## config.mk

```make
export PLATFORM = sky130hd
export DESIGN_NAME = aafsc_plane
export DESIGN_NICKNAME = d
export VERILOG_FILES = /design/src/sv/aafsc_pkg.sv /design/src/sv/aafsc_plane.sv
export SDC_FILE = /design/constraint.sdc
export NUM_CORES = 2
export LEC_CHECK = 0
export BUFFER_PORTS_ARGS = -buffer_cell sky130_fd_sc_hd__buf_2
export CAP_MARGIN = 25
export CORE_UTILIZATION = 40
export CTS_CLUSTER_DIAMETER = 40
export DETAILED_ROUTE_END_ITERATION = 8
export SLEW_MARGIN = 20
export SYNTH_ARGS = -nofsm -noshare
export SYNTH_HDL_FRONTEND = slang
export SYNTH_SLANG_ARGS = --single-unit
export TNS_END_PERCENT = 10
```

## constraint.sdc

```tcl
create_clock -name clk -period 10.51 [get_ports clk]
set_input_delay 1.051 -clock clk [delete_from_list [all_inputs] [get_ports clk]]
set_output_delay 1.051 -clock clk [all_outputs]
set_load 0.02 [all_outputs]
```

## src/sv/aafsc_pkg.sv

```systemverilog
// Package for the box frustum/size cull block: widths, register codes, types.
// No dependencies.
`timescale 1ns / 1ps

package aafsc_pkg;

    localparam int MaxPlanes         = 6;
    localparam int PlaneCountDefault = 6;
    localparam int FieldBits         = 16;
    localparam int CoordBits         = 16;
    localparam int CfgIndexBits      = 4;
    localparam int CfgDataBits       = 64;
    localparam int ThreshBits        = 32;
    localparam int TagBits           = 16;
    localparam int Latency           = 5;

    typedef logic signed [FieldBits-1:0] coord_t;

    typedef enum logic [CfgIndexBits-1:0] {
        CFG_PLANE_LEFT     = 4'd0,
        CFG_PLANE_RIGHT    = 4'd1,
        CFG_PLANE_BOTTOM   = 4'd2,
        CFG_PLANE_TOP      = 4'd3,
        CFG_PLANE_FAR      = 4'd4,
        CFG_PLANE_NEAR     = 4'd5,
        CFG_CAMERA         = 4'd6,
        CFG_SIZE_THRESHOLD = 4'd7
    } cfg_index_t;

    // a in the low bits, d in the high bits
    typedef struct packed {
        logic signed [FieldBits-1:0] d;
        logic signed [FieldBits-1:0] c;
        logic signed [FieldBits-1:0] b;
        logic signed [FieldBits-1:0] a;
    } plane_t;

    typedef struct packed {
        coord_t z;
        coord_t y;
        coord_t x;
    } vec3_t;

    typedef struct packed {
        plane_t [MaxPlanes-1:0] planes;
        vec3_t                  camera;
        logic [ThreshBits-1:0]  k;
    } cull_cfg_t;

    // low CoordBits bits, sign-extended
    function automatic coord_t coord_ext(input logic [FieldBits-1:0] v);
        return coord_t'($signed(v[CoordBits-1:0]));
    endfunction

endpackage

```

## src/sv/aafsc_plane.sv

```systemverilog
// One plane test: corner products in stage A, sums and sign test in stage B.
// Depends on aafsc_pkg.
`timescale 1ns / 1ps

module aafsc_plane
    import aafsc_pkg::*;
(
    input  logic   clk,
    input  plane_t plane,
    input  vec3_t  bmin,
    input  vec3_t  bmax,
    output logic   cull
);

    localparam int ProdBits = 2 * FieldBits;
    localparam int SumBits  = ProdBits + 2;
    localparam int DShift   = 14;

    coord_t px, py, pz, qx, qy, qz;

    logic signed [ProdBits-1:0]  pos_reg [3];
    logic signed [ProdBits-1:0]  neg_reg [3];
    logic signed [FieldBits-1:0] d_reg;
    logic signed [SumBits-1:0]   pos_sum, neg_sum;
    logic                        cull_next, cull_reg;

    // P: far corner along the normal, Q: near corner
    always_comb
    begin
        px = plane.a[FieldBits-1] ? bmin.x : bmax.x;
        qx = plane.a[FieldBits-1] ? bmax.x : bmin.x;
        py = plane.b[FieldBits-1] ? bmin.y : bmax.y;
        qy = plane.b[FieldBits-1] ? bmax.y : bmin.y;
        pz = plane.c[FieldBits-1] ? bmin.z : bmax.z;
        qz = plane.c[FieldBits-1] ? bmax.z : bmin.z;
    end

    always_ff @(posedge clk)
    begin
        pos_reg[0] <= plane.a * px;
        pos_reg[1] <= plane.b * py;
        pos_reg[2] <= plane.c * pz;
        neg_reg[0] <= plane.a * qx;
        neg_reg[1] <= plane.b * qy;
        neg_reg[2] <= plane.c * qz;
        d_reg      <= plane.d;
    end

    always_comb
    begin
        pos_sum = SumBits'(pos_reg[0]) + SumBits'(pos_reg[1]) + SumBits'(pos_reg[2])
                + (SumBits'(d_reg) <<< DShift);
        neg_sum = SumBits'(neg_reg[0]) + SumBits'(neg_reg[1]) + SumBits'(neg_reg[2])
                + (SumBits'(d_reg) <<< DShift);
        cull_next = !(neg_sum > SumBits'(0)) && (pos_sum < SumBits'(0));
    end

    always_ff @(posedge clk)
    begin
        cull_reg <= cull_next;
    end

    assign cull = cull_reg;

endmodule

```

==> run metrics <==
Hold Crit Class in -> reg; pin count of the biggest net entering global routing 38; wirelength, routed 181700 um; slew at the pin closest to its max-slew limit 0.9862 ns; Slew Limit Fails 0; Max Cap Viol 0; post-synthesis mux area share 0.1390%; skew final 0.04861 ns; Slew Limit Headroom 34.25%; Worst setup SP type input port; vias in the first global route 53.02k; worst-path maximum fanout 21; IO buf count 161; Final Hold Viols 0; post-cts gate resize count 0; GPL Wtd Cong 0.9408; Post-Syn Nets 9636; Avg Inst Size Synth 9.475 um^2; Final Instance Area 73080 um^2; CTS tree done; Post-synth EDFFs 0; yosys warns 0; xor/xnor share of the synthesized area 2.765%; Gate Count Post-Synth 7222; Worst-Skew Late Latency 0.58 ns; simple-gate share of the synthesized area 14.15%; GRT overflow 0; period utilization 81.55%; post-route ant nets 0; Final setup viols 0; compound-cell area share of the yosys netlist 6.425%; Horiz. Die Dim 415.6 um; first-pass GRT wire length 296900 um; outcome finished clean; Yosys top cell by area fa_1; Post-route DRC 0; global-route usage over all layers 21.94%; post-CTS repair timing setup buffer count 0; initial DRC count 2411; Fmax achieved 116.7 MHz; Critical Path Sink Type flip-flop; DP Wirelength 150800 um; top-area cell type share of the netlist area 48.97%; Worst Path Required 10.97 ns; Row Count 151; minimum clock period 8.570 ns; H-tree level count 2; post-synthesis register bit count 209; sequential area share after synthesis 6.114%; CTS root buffer clkbuf_16; drt via density 5.033; clk buf depth 3; drt pass-1 iters 5; Clk pin slew, worst setup/hold paths 0.05 ns; Initial Utilization 40.33%; IO Count 162; post-place instance area 71530 um^2; Arr. time, crit path 9.03 ns; Num CTS Buffers 44; RSZ-0062 raised after global routing no; wire per inst 19.14 um; hold_buf cts 0; largest family of logic cells by synthesized area adder cells; Adder-Cell Fraction of Synth Area 59.56%; NumNets Final 9649; top post-synthesis cells by area fa_1 (49%), ha_1 (11%), inv_1 (9.4%); Via Count 47.77k; Synth-to-Final Area Change 6.791%; Setup CP Type in -> reg; Post-synth ARST share 0%; core area 169700 um^2; Die Y 415.6 um; initial antenna violation count 3; post-synthesis cell area 68430 um^2; Sink Count 209; setup TNS 0 ns; Die Area 172700 um^2; Distinct cells, synth 94; Most used DFF post-synth dfxtp_1; ratio of cells with drive above 1 in the final layout 5.186%
metal layers:
layer  wire length [um]  up-vias  share of wire [%]  GRT usage [%]
met3               8533      296                4.7          2.509
met2              88180     1176                 49          37.08
met1              77560    24830                 43          29.08
li1                   -    21470                  -              -
met4               7378        0                4.1          7.699
met5                  0        -                  0              0
per-stage QoR:
step / cells / worst slack (ns) / util [%] / hold slack [ns]
6_report: 9492 / 1.940 / 43.07 / 0.6435
5_1_grt: 9489 / 1.566 / 43.07 / 0.6148
4_1_cts: 9487 / 1.996 / 43.06 / 0.6228
3_5_place_dp: 9406 / 1.451 / 42.16 / 1.063
3_3_place_gp: 9406 / 1.592 / 42.16 / 1.095
2_1_floorplan: 7222 / 2.545 / - / 0.8765
Yosys cell counts (12+ instances only):
master    number
ha_1         579
o21a_1        37
and2_1       342
nand2b_1      52
o21bai_1      29
a21boi_0      12
a211oi_1      21
nand3_1       33
inv_1       1715
xnor2_1      176
nand2_1      726
or2_2         31
xor2_1        40
clkbuf_1     250
o21ai_0       95
nor2b_1      431
a21o_1       131
a21oi_1      182
and3_1        20
nand4_1       17
a31oi_1       14
dfxtp_1      209
fa_1        1674
nor2_1       176
nor3_1        35
logic make-up (layout without fill, tap and decap cells):
kind of cell | Yosys count | in the layout
mux | 9 | 9
simple gates | 1909 | 1909
other cells | 0 | 4
buf+inv | 1977 | 2025
flops | 209 | 209
xor+xnor | 216 | 216
fa+ha+maj | 2253 | 2253
compound gates | 649 | 649
worst paths after layout:
check	start	to	slack (ns)	cells past startpoint
worst max-delay path	plane[31]	pos_reg[0][60]	1.94	27
worst min-delay path	plane[54]	d_reg[6]	0.64	1
worst max register to register	d_reg[4]	cull	5.90	13
worst min register to register	neg_reg[0][95]	cull	1.07	4
worst max-delay path: stages:
cell and delay, ns:
buf_2 0.31, clkinv_1 0.69, nor2_1 0.52, a21o_1 0.53, nand2_1 0.17, fa_1 0.55, inv_1 0.05, fa_1 0.50
inv_1 0.05, fa_1 0.54, inv_1 0.05, fa_1 0.47, fa_1 0.50, inv_1 0.05, fa_1 0.50, inv_1 0.05
ha_1 0.35, and3_1 0.24, nand2_1 0.07, o211ai_1 0.11, a311oi_1 0.30, o21ai_1 0.15, a211o_1 0.31, a21o_1 0.21
a21oi_2 0.18, mux2i_1 0.10, a2111o_1 0.39
area by class of cell:
class | count | area [um^2]
Clock buffer | 49 | 1160
Inverter | 1718 | 6449
Multi-Input combinational cell | 5036 | 56840
Tap cell | 2218 | 2775
Timing Repair Buffer | 226 | 1297
Fill cell | 16480 | 96580
Antenna cell | 4 | 10.01
Sequential cell | 209 | 4184
Clock inverter | 32 | 367.9
cells in the final DEF (no fill, tap or decap), types with 161 or more instances in the layout:
cell     count
a21oi_1    181
nor2b_1    431
dfxtp_1    209
ha_1       579
buf_2      161
fa_1      1674
nand2_1    726
and2_1     342
xnor2_1    176
inv_1     1715
nor2_1     176
Power is left out: the tool's default activity adds up to more than one toggle a clock period on the data nets, which glitch-free logic cannot reach.
